File: config.mk
export PLATFORM = sky130hd
export DESIGN_NAME = config_word_tokenizer_top
export DESIGN_NICKNAME = d
export VERILOG_FILES = /design/src/design/cwt_pkg.sv /design/src/design/cwt_lex.sv /design/src/design/config_word_tokenizer_top.sv
export SDC_FILE = /design/constraint.sdc
export NUM_CORES = 1
export LEC_CHECK = 0
export ABC_CLOCK_PERIOD_IN_PS = 4500
export BUFFER_PORTS_ARGS = -buffer_cell sky130_fd_sc_hd__buf_2
export CORE_MARGIN = 8
export CORE_UTILIZATION = 50
export DETAILED_ROUTE_END_ITERATION = 12
export PLACE_DENSITY = 0.68
export SLEW_MARGIN = 30
export SYNTH_ARGS = -nofsm -noshare
export SYNTH_HDL_FRONTEND = slang
export SYNTH_SLANG_ARGS = --single-unit
export TNS_END_PERCENT = 20
File: constraint.sdc
create_clock -name aclk -period 4.5 [get_ports aclk]
set_input_delay 0.45 -clock aclk [delete_from_list [all_inputs] [get_ports aclk]]
set_output_delay 0.45 -clock aclk [all_outputs]
set_load 0.03 [all_outputs]
File: src/design/cwt_pkg.sv
// Shared types and constants for the configuration word tokenizer.
// Used by cwt_lex and config_word_tokenizer_top; depends on nothing else.
package cwt_pkg;

    // Kind of one result item.
    typedef enum logic [1:0] {
        KIND_BYTE       = 2'd0,
        KIND_WORD_END   = 2'd1,
        KIND_LINE_END   = 2'd2,
        KIND_STREAM_END = 2'd3
    } kind_t;

    // Scanner position within the text.
    typedef enum logic [1:0] {
        PH_COL0    = 2'd0,
        PH_GAP     = 2'd1,
        PH_WORD    = 2'd2,
        PH_COMMENT = 2'd3
    } phase_t;

    // Open quote, if any.
    typedef enum logic [1:0] {
        Q_NONE   = 2'd0,
        Q_SINGLE = 2'd1,
        Q_DOUBLE = 2'd2
    } quote_t;

    localparam int MaxResults = 3;
    localparam logic [2:0] TailLen = 3'd6;

    // Character codes.
    localparam logic [7:0] ChNewline = 8'h0A;
    localparam logic [7:0] ChTab     = 8'h09;
    localparam logic [7:0] ChSpace   = 8'h20;
    localparam logic [7:0] ChHash    = 8'h23;
    localparam logic [7:0] ChDquote  = 8'h22;
    localparam logic [7:0] ChSquote  = 8'h27;
    localparam logic [7:0] ChParen   = 8'h28;

    // The word "active", newest byte lowest.
    localparam logic [47:0] ActiveTail = 48'h616374697665;

    // One result item.
    typedef struct packed {
        kind_t      kind;
        logic [7:0] data;
        logic       keyword;
    } tok_t;

    // All results of one input request.
    typedef struct packed {
        logic [1:0]                cnt;
        tok_t [MaxResults-1:0]     ent;
    } tok_set_t;

    function automatic tok_t mk_tok(kind_t kind, logic [7:0] data, logic keyword);
        tok_t t;
        t.kind    = kind;
        t.data    = data;
        t.keyword = keyword;
        return t;
    endfunction

endpackage

File: src/design/cwt_lex.sv
// Tokenizer state and per-byte decision logic.
// Depends on cwt_pkg for the result, phase and quote types.
module cwt_lex
    import cwt_pkg::*;
(
    input  logic       aclk,
    input  logic       aresetn,
    input  logic       step,
    input  logic [7:0] in_byte,
    input  logic       end_of_stream,
    input  logic       group_lines,
    output tok_set_t   res
);

    phase_t      phase_reg, phase_next;
    quote_t      quote_reg, quote_next;
    logic        line_open_reg, line_open_next;
    logic        kw_reg, kw_next;
    logic [47:0] recent_reg, recent_next;
    logic [2:0]  count_reg, count_next;

    // State registers advance once per processed request.
    always_ff @(posedge aclk) begin
        if (!aresetn) begin
            phase_reg     <= PH_COL0;
            quote_reg     <= Q_NONE;
            line_open_reg <= 1'b0;
            kw_reg        <= 1'b0;
            recent_reg    <= '0;
            count_reg     <= '0;
        end else if (step) begin
            phase_reg     <= phase_next;
            quote_reg     <= quote_next;
            line_open_reg <= line_open_next;
            kw_reg        <= kw_next;
            recent_reg    <= recent_next;
            count_reg     <= count_next;
        end
    end

    // Decide next state and the results caused by this byte.
    always_comb begin
        logic        do_word;
        logic        start;
        logic        lo_eff;
        quote_t      wq;
        logic [2:0]  wcnt;
        logic [47:0] wrec;
        logic [7:0]  c;
        logic [1:0]  n;

        phase_next     = phase_reg;
        quote_next     = quote_reg;
        line_open_next = line_open_reg;
        kw_next        = kw_reg;
        recent_next    = recent_reg;
        count_next     = count_reg;
        res            = '0;
        n              = 2'd0;
        do_word        = 1'b0;
        start          = 1'b0;
        lo_eff         = line_open_reg;
        c              = in_byte;

        if (end_of_stream) begin
            // Close the open word and line, then return to reset state.
            if (phase_reg == PH_WORD) begin
                res.ent[n] = mk_tok(KIND_WORD_END, 8'h00, kw_reg);
                n = n + 2'd1;
            end
            if (line_open_reg) begin
                res.ent[n] = mk_tok(KIND_LINE_END, 8'h00, 1'b0);
                n = n + 2'd1;
            end
            res.ent[n] = mk_tok(KIND_STREAM_END, 8'h00, 1'b0);
            n = n + 2'd1;
            phase_next     = PH_COL0;
            quote_next     = Q_NONE;
            line_open_next = 1'b0;
            kw_next        = 1'b0;
            recent_next    = '0;
            count_next     = '0;
        end else begin
            case (phase_reg)
                PH_COMMENT: begin
                    if (c == ChNewline) phase_next = PH_COL0;
                end
                PH_WORD: begin
                    do_word = 1'b1;
                end
                default: begin
                    if (c == ChNewline) begin
                        phase_next = PH_COL0;
                    end else if (c == ChHash) begin
                        phase_next = PH_COMMENT;
                    end else if (c == ChSpace || c == ChTab) begin
                        phase_next = PH_GAP;
                    end else begin
                        // A word at column 0 closes the open logical line.
                        if (line_open_reg && phase_reg == PH_COL0) begin
                            res.ent[n] = mk_tok(KIND_LINE_END, 8'h00, 1'b0);
                            n = n + 2'd1;
                            lo_eff = 1'b0;
                        end
                        kw_next        = group_lines && !lo_eff;
                        line_open_next = group_lines ? 1'b1 : lo_eff;
                        phase_next     = PH_WORD;
                        start          = 1'b1;
                        do_word        = 1'b1;
                    end
                end
            endcase
        end

        // Word character handling; a fresh word starts with cleared tail.
        wq   = start ? Q_NONE : quote_reg;
        wcnt = start ? 3'd0 : count_reg;
        wrec = start ? 48'd0 : recent_reg;
        if (do_word) begin
            quote_next  = wq;
            count_next  = wcnt;
            recent_next = wrec;
            if (c == ChParen && wcnt >= TailLen && wrec == ActiveTail) begin
                c = ChSpace;
            end
            if (c == ChNewline) begin
                res.ent[n] = mk_tok(KIND_WORD_END, 8'h00, kw_next);
                n = n + 2'd1;
                quote_next = Q_NONE;
                phase_next = PH_COL0;
            end else if (wq == Q_NONE && (c == ChSpace || c == ChTab)) begin
                res.ent[n] = mk_tok(KIND_WORD_END, 8'h00, kw_next);
                n = n + 2'd1;
                phase_next = PH_GAP;
            end else if ((wq == Q_SINGLE && c == ChSquote) ||
                         (wq == Q_DOUBLE && c == ChDquote)) begin
                quote_next = Q_NONE;
            end else if (wq == Q_NONE && c == ChSquote) begin
                quote_next = Q_SINGLE;
            end else if (wq == Q_NONE && c == ChDquote) begin
                quote_next = Q_DOUBLE;
            end else begin
                res.ent[n] = mk_tok(KIND_BYTE, c, kw_next);
                n = n + 2'd1;
                recent_next = {wrec[39:0], c};
                if (wcnt < TailLen) count_next = wcnt + 3'd1;
            end
        end

        res.cnt = n;
    end

endmodule

File: src/design/config_word_tokenizer_top.sv
// A request passes through the input register and then the result register before its
// first result is presented; it waits in the input register while the result register
// is not free. One request per cycle is accepted while each causes at most one result
// and m_tready is high; a request's results leave one per cycle while m_tready is high.
// Reset (aresetn low, synchronous) empties both registers, returns the scanner to line
// start and sets group_lines to 1.
// Top level of the configuration word tokenizer; depends on cwt_pkg and cwt_lex.
module config_word_tokenizer_top
    import cwt_pkg::*;
(
    input  logic        aclk,
    input  logic        aresetn,
    // Configuration: group_lines
    input  logic        cfg_wr_en,
    input  logic        cfg_wr_data,
    // Input request stream
    input  logic        s_tvalid,
    output logic        s_tready,
    input  logic [7:0]  s_tdata,    // [7:0] in_byte
    input  logic        s_tlast,    // end_of_stream
    // Result stream
    output logic        m_tvalid,
    input  logic        m_tready,
    output logic [15:0] m_tdata,    // [7:0] out_byte, [8] keyword, [15:9] zero
    output logic [1:0]  m_tuser,    // [1:0] kind
    output logic        m_tlast     // last
);

    logic       group_reg;
    logic       in_valid_reg, in_valid_next;
    logic [7:0] in_byte_reg;
    logic       in_eos_reg;
    tok_t [MaxResults-1:0] ent_reg;
    logic [1:0] cnt_reg;

    logic       advance;
    logic       q_free;
    logic       pop;
    tok_set_t   res;

    // Configuration register.
    always_ff @(posedge aclk) begin
        if (!aresetn) begin
            group_reg <= 1'b1;
        end else if (cfg_wr_en) begin
            group_reg <= cfg_wr_data;
        end
    end

    // Handshake: the result register takes a new set once it is empty or
    // its final entry is leaving.
    assign pop      = m_tvalid && m_tready;
    assign q_free   = (cnt_reg == 2'd0) || (cnt_reg == 2'd1 && m_tready);
    assign advance  = in_valid_reg && q_free;
    assign s_tready = !in_valid_reg || advance;

    always_comb begin
        in_valid_next = in_valid_reg;
        if (s_tvalid && s_tready) begin
            in_valid_next = 1'b1;
        end else if (advance) begin
            in_valid_next = 1'b0;
        end
    end

    // Input register.
    always_ff @(posedge aclk) begin
        if (!aresetn) begin
            in_valid_reg <= 1'b0;
        end else begin
            in_valid_reg <= in_valid_next;
        end
    end

    always_ff @(posedge aclk) begin
        if (s_tvalid && s_tready) begin
            in_byte_reg <= s_tdata;
            in_eos_reg  <= s_tlast;
        end
    end

    // Scanner state and per-byte decision.
    cwt_lex u_lex (
        .aclk          (aclk),
        .aresetn       (aresetn),
        .step          (advance),
        .in_byte       (in_byte_reg),
        .end_of_stream (in_eos_reg),
        .group_lines   (group_reg),
        .res           (res)
    );

    // Result register: holds one request's results and shifts them out.
    always_ff @(posedge aclk) begin
        if (!aresetn) begin
            cnt_reg <= 2'd0;
        end else if (advance) begin
            cnt_reg <= res.cnt;
        end else if (pop) begin
            cnt_reg <= cnt_reg - 2'd1;
        end
    end

    always_ff @(posedge aclk) begin
        if (advance) begin
            ent_reg <= res.ent;
        end else if (pop) begin
            ent_reg[0] <= ent_reg[1];
            ent_reg[1] <= ent_reg[2];
        end
    end

    // Output fields.
    assign m_tvalid = (cnt_reg != 2'd0);
    assign m_tdata  = {7'd0, ent_reg[0].keyword, ent_reg[0].data};
    assign m_tuser  = ent_reg[0].kind;
    assign m_tlast  = (cnt_reg == 2'd1);

endmodule
# [Word-level counts from Yosys, hierarchy flattened]
# Cells that the tools add are included.
[word_totals] ff_bits=103 input_bits=15 output_inout_bits=21 elab_cells=199
[op_classes] addsub=5 order_cmp=8 eq_ne=20 muxes=107 bitwise=6 n_reduce_logical=33
[op_table] operator="48-bit two-way mux" count=8
[op_table] operator="33-bit two-way mux" count=8
[op_table] operator="11-bit two-way mux" count=10
[op_table] operator="33-bit bitwise mux" count=2
[op_table] operator="11-bit demux with 2-bit select" count=3
[op_table] operator="22-bit two-way mux" count=3
[op_table] operator="2-bit two-way mux" count=32
[op_table] operator="48-bit by 47-bit == test with 1-bit output (second input constant)" count=1
[op_table] operator="8-bit by 6-bit == test with 1-bit output (second input constant)" count=6
[op_table] operator="8-bit by 4-bit == test with 1-bit output (second input constant)" count=4
[op_table] operator="10-bit by 30-bit bitwise AND with 30-bit output" count=1
[op_table] operator="30-bit NOT" count=1
[op_table] operator="27-bit bitwise AND" count=1
[op_table] operator="1-bit two-way mux" count=27
[op_table] operator="3-bit two-way mux" count=9
[op_table] operator="27-bit NOT" count=1
[op_table] operator="1-bit logical AND" count=16
[op_table] operator="8-bit two-way mux" count=2
[op_table] operator="10-bit two-way mux" count=1
[op_table] operator="2-bit by 3-bit < comparator with 1-bit output (second input constant)" count=3
[op_table] operator="2-bit nonzero test" count=4
[op_table] operator="2-bit by 1-bit adder with 2-bit output (second input constant)" count=3
[op_table] operator="2-bit == test (second input constant)" count=3
[op_table] operator="2-bit by 1-bit >= comparator with 1-bit output (second input constant)" count=3
[op_table] operator="other kinds (17)" count=27

# [Depth between registers and ports, before layout]
[logic_depth] ltp_word=23 depth_mapped=12 depth_no_buf=9

# [Cells and area by module]
# From an unflattened synthesis, not the netlist that was laid out.
[unflattened] cells_unflattened=493 area_unflattened_um2=5268.8
[modules_own_cells] mod="cwt_lex" instances=1 cells_each=379 area_each_um2=3255.6
[modules_own_cells] mod="config_word_tokenizer_top" instances=1 cells_each=114 area_each_um2=2013.2

# [Worst setup path after synthesis]
# Ideal clock, no wire load.
[synth_timing] kind="register -> register" startpoint="register in_byte_reg[1]" endpoint="register ent_reg (netlist bit m_tdata[5]) (data pin)" setup_time_ns=0.256 arrival_time_ns=2.548 path_slack_ns=1.696 path_stages_with_launch=13 cell_sequence="edfxtp_1 > buf_4 > xnor2_1 > mux2_2 > buf_6 > a21oi_2 > o2bb2ai_1 > inv_1 > ha_1 > and4_1 > buf_2 > and2_1 > a22o_1"
[synth_between] elab_chain_cells=22 elab_cells_between_ends=61
[synth_lines] item="from (decl)" line_no="config_word_tokenizer_top.sv:31" text="logic [7:0] in_byte_reg;"
[synth_lines] item="from (signal assigned)" line_no="config_word_tokenizer_top.sv:77" text="in_byte_reg <= s_tdata;"
[synth_lines] item="8-bit by 6-bit == test with 1-bit output / 8-bit by 4-bit == test with 1-bit output (equally long branches)" line_no="cwt_lex.sv:96" text="end else if (c == ChSpace || c == ChTab) begin"
[synth_lines] item="1-bit logical OR" line_no="cwt_lex.sv:96"
[synth_lines] item="1-bit two-way mux" line_no="cwt_lex.sv:96"
[synth_lines] item="1-bit two-way mux" line_no="cwt_lex.sv:94" text="end else if (c == ChHash) begin"
[synth_lines] item="1-bit two-way mux" line_no="cwt_lex.sv:92" text="if (c == ChNewline) begin"
[synth_lines] item="1-bit two-way mux" line_no="cwt_lex.sv:84" text="case (phase_reg)"
[synth_lines] item="1-bit two-way mux" line_no="cwt_lex.sv:65" text="if (end_of_stream) begin"
[synth_lines] item="3-bit two-way mux" line_no="cwt_lex.sv:117" text="wcnt = start ? 3'd0 : count_reg;"
[synth_lines] item="(+6 left out)"
[synth_lines] item="1-bit logical AND" line_no="cwt_lex.sv:140" text="end else if (wq == Q_NONE && c == ChDquote) begin"
[synth_lines] item="33-bit two-way mux" line_no="cwt_lex.sv:140"
[synth_lines] item="33-bit two-way mux" line_no="cwt_lex.sv:138" text="end else if (wq == Q_NONE && c == ChSquote) begin"
[synth_lines] item="33-bit two-way mux" line_no="cwt_lex.sv:135" text="end else if ((wq == Q_SINGLE && c == ChSquote) ||"
[synth_lines] item="33-bit two-way mux" line_no="cwt_lex.sv:131" text="end else if (wq == Q_NONE && (c == ChSpace || c == ChTab)) begin"
[synth_lines] item="33-bit two-way mux" line_no="cwt_lex.sv:126" text="if (c == ChNewline) begin"
[synth_lines] item="33-bit two-way mux *" line_no="cwt_lex.sv:119" text="if (do_word) begin"
[synth_lines] item="22-bit two-way mux *" line_no="config_word_tokenizer_top.sv:105" text="if (advance) begin"
[synth_lines] item="to (signal assigned)" line_no="config_word_tokenizer_top.sv:106" text="ent_reg <= res.ent;"
[synth_lines] item="to (decl)" line_no="config_word_tokenizer_top.sv:33" text="tok_t [MaxResults-1:0] ent_reg;"
# Every way passes the cells marked *; elsewhere a longest branch is shown, timed or not. The select of a mux whose other input is x is not followed.
# A chain may end at the register's enable or synchronous reset.

# [Final worst setup path]
[layout_timing] startpoint="register in_byte_reg[1]" endpoint="register ent_reg (netlist bit m_tdata[0]) (data pin)"
# Same word-level chain as after synthesis.

==> results by group <==
Outcome
  • Status: complete, no violations

STA
  • Fmax: 300.6 MHz
  • Period minus WS final: 3.327 ns
  • RSZ-0062 raised after global routing: no
  • Slew @ Worst Pin: 0.7365 ns
  • Max-slew headroom: 50.90%
  • Hold slack: 0.2374 ns
  • Final-report setup violation count: 0
  • Clk_skew: 0.01117 ns
  • Setup TNS: 0 ns
  • Fin crit share: 73.94%
  • Max Slew Vio Count: 0
  • Final hold violation count: 0

Yosys
  • Post-Synth XOR/XNOR Area: 0.4730%
  • Synthesized-area fraction occupied by adder cells: 2.027%
  • Register area share after synthesis: 44.68%
  • Largest family of logic cells by synthesized area: compound AO/OA/AOI/OAI gates
  • Synth Area in Simple Gates: 18.49%
  • Yosys warns: 0
  • Fraction of registers with async set/reset: 0%
  • Synth area leader: edfxtp_1
  • EDFF count, synth: 42
  • Syn_area_per_cell: 9.815 µm²
  • Top cells by area, synth: edfxtp_1 23%, dfxtp_1 22%, o221ai_2 11%, nand2_1 7.6%, inv_1 3.5%
  • Synth Instances: 566
  • Area share of the largest cell type after synthesis: 22.70%
  • Compound-cell area share of the yosys netlist: 23.18%
  • Synth unique cells: 65
  • Netlist Area Pre-Place: 5555 µm²
  • Mux contribution to synthesized area: 0.3829%
  • Synth top cells by count: 113 x nand2_1, 61 x dfxtp_1, 52 x inv_1
  • Top-count cell post-synth: nand2_1
  • Top_reg_cell synth: dfxtp_1
  • FF+latch count, synth: 103

GRT
  • Total congestion overflow: 0
  • Total Routing Usage GR: 17.06%
  • Antenna violations before repair: 0
  • Number of global-route vias before repair: 3892
  • First-pass GRT wire length: 20110 µm
  • Largest net degree at the start of global routing: 41

Placed design
  • Global placer's final weighted congestion: 0.8879
  • DPL Wire Length: 8680 µm
  • I/O Buffers: 28
  • Post-Place Cell Area: 5584 µm²

Job
  • Max-cap violations: 0

Drt
  • Post-route ant nets: 0
  • DRT Pass-1 Iters: 5
  • Vias: 4185
  • Residual DRC: 0
  • DRT Wirelength: 12340 µm
  • DR vias/cell: 5.903
  • Wirelength per Cell: 17.41 µm
  • Drt first-iter violations: 325

CTS
  • CTS Sinks: 103
  • CTS HTree Levels: 3
  • CTS tree: yes
  • Worst-Skew Late Latency: 0.38 ns
  • TritonCTS Buffers: 9
  • Post-cts hold buffer count: 0
  • Root Driver: clkbuf_8
  • Post-CTS setup repair buffer count: 0
  • Worst-path clk slew: 0.10 ns
  • CTS Buffer Depth: 2
  • Post-CTS Resized: 0

Die
  • Starting Density: 51.25%
  • Die width: 121.4 µm
  • IO Pins: 36
  • Core area: 10840 µm²
  • Cell Rows: 38
  • Die H: 121.4 µm
  • Die Footprint: 14740 µm²

Finish
  • Final core utilization: 53.79%
  • Fin area: 5831 µm²
  • Final #Nets: 588
  • Filler Cell Count: 940
  • Antenna Cells: 0
  • Number of flip-flops in the largest register: 48
  • Share of cells above drive strength 1: 18.45%
  • Area Growth Syn to Fin: 4.955%

Pwr
  • Internal Power: 1.573 mW
  • Sw frac: 33.39%
  • Reg power frac: 50.4%
  • LEAKAGE: 1.923 nW
  • Combinational Power Share: 24.0%
  • Pwr dens: 405.0 nW/µm²
  • Worst vdd ir: 0.2753 mV
  • Net Sw Power: 0.7884 mW
  • Clock group share of total power: 25.6%

Min path
  • Hold crit path type: in2reg

Critical path
  • Max FO, Critical Path: 11
  • Worst Path Required: 4.63 ns
  • CP Launch Type: flip-flop
  • WS Path Type: reg2reg
  • CP arrival: 3.46 ns
  • Worst Setup End Kind: flip-flop
-- metal layers --
| layer | GRT usage [%] | share of wire, % | vias up |
|---|---|---|---|
| met5 | 0 | 0 | - |
| li1 | - | - | 2023 |
| met4 | 6.014 | 1.6 | 0 |
| met1 | 23.88 | 48 | 2026 |
| met3 | 3.676 | 5.3 | 17 |
| met2 | 25.32 | 45 | 119 |
-- area by class of cell --
class                           instances  area, µm²  share of cell area, %
Clock inverter                          5      35.03                 0.6009
Multi-Input combinational cell        363       2536                  43.50
Timing Repair Buffer                   35      232.7                  3.991
Inverter                               52      195.2                  3.348
Clock buffer                           11      173.9                  2.983
Tap cell                              140      175.2                  3.004
Sequential cell                       103       2482                  42.58
-- path summary, 6_finish.rpt --
path | slack (ns) | cells after the start | from | end
min reg2reg | 0.50 | 2 | u_lex.recent_reg[7] | u_lex.recent_reg[7]
max reg2reg | 1.17 | 9 | in_byte_reg[1] | m_tdata[0]
max | 1.17 | 9 | in_byte_reg[1] | m_tdata[0]
min | 0.24 | 1 | s_tlast | in_eos_reg
-- worst max-delay path, stage by stage (launching register included) --
cell and delay, ns:
edfxtp_1 0.56, xnor2_1 0.28, mux2_2 0.48, a21oi_2 0.47, o2bb2ai_1 0.26, inv_1 0.11, ha_1 0.24, and4_1 0.24
and2_1 0.23, a22o_1 0.21
-- logic make-up after synthesis --
kind of cell	Yosys count
and+or+nand+nor	206
other	1
muxes	2
xor gates and xnor gates	3
DFF	103
AOI/OAI and AO/OA	136
buffers and inverters	106
adders and majority gates	9
-- stage by stage --
stage	instances	power, mW	worst slack [ns]
final	709	2.361	1.173
after global routing	709	2.473	0.9751
after CTS	708	2.367	1.205
after detailed placement	692	1.770	1.207
after global placement	691	1.753	0.8194
after floorplan	572	1.673	1.696
-- power groups by stage --
stage / Sequential, mW / Clock, mW / Combinational (mW)
after floorplan: 1.19 / 0 / 0.487
after global placement: 1.21 / 0 / 0.544
after detailed placement: 1.21 / 0 / 0.556
after CTS: 1.19 / 0.618 / 0.558
after global routing: 1.20 / 0.650 / 0.620
final: 1.19 / 0.605 / 0.566
-- placed cells by master, fill, tap and decap left out, types with 5 or more instances in the layout --
| cell | netlist | layout |
|---|---|---|
| nand2_1 | 113 | 112 |
| clkbuf_8 | 0 | 9 |
| and2_1 | 12 | 12 |
| dfxtp_1 | 61 | 61 |
| inv_1 | 52 | 52 |
| nand4_1 | 11 | 11 |
| conb_1 | 1 | 7 |
| o21ai_0 | 15 | 15 |
| nor2_1 | 20 | 18 |
| a21oi_1 | 16 | 16 |
| a22o_1 | 18 | 18 |
| ha_1 | 9 | 9 |
| o221ai_2 | 40 | 40 |
| o211ai_1 | 7 | 7 |
| and3_1 | 7 | 7 |
| buf_2 | 12 | 28 |
| edfxtp_1 | 42 | 42 |
| buf_4 | 21 | 5 |
| nand3_1 | 5 | 5 |
No activity file was read; power rests on OpenSTA's default activity.
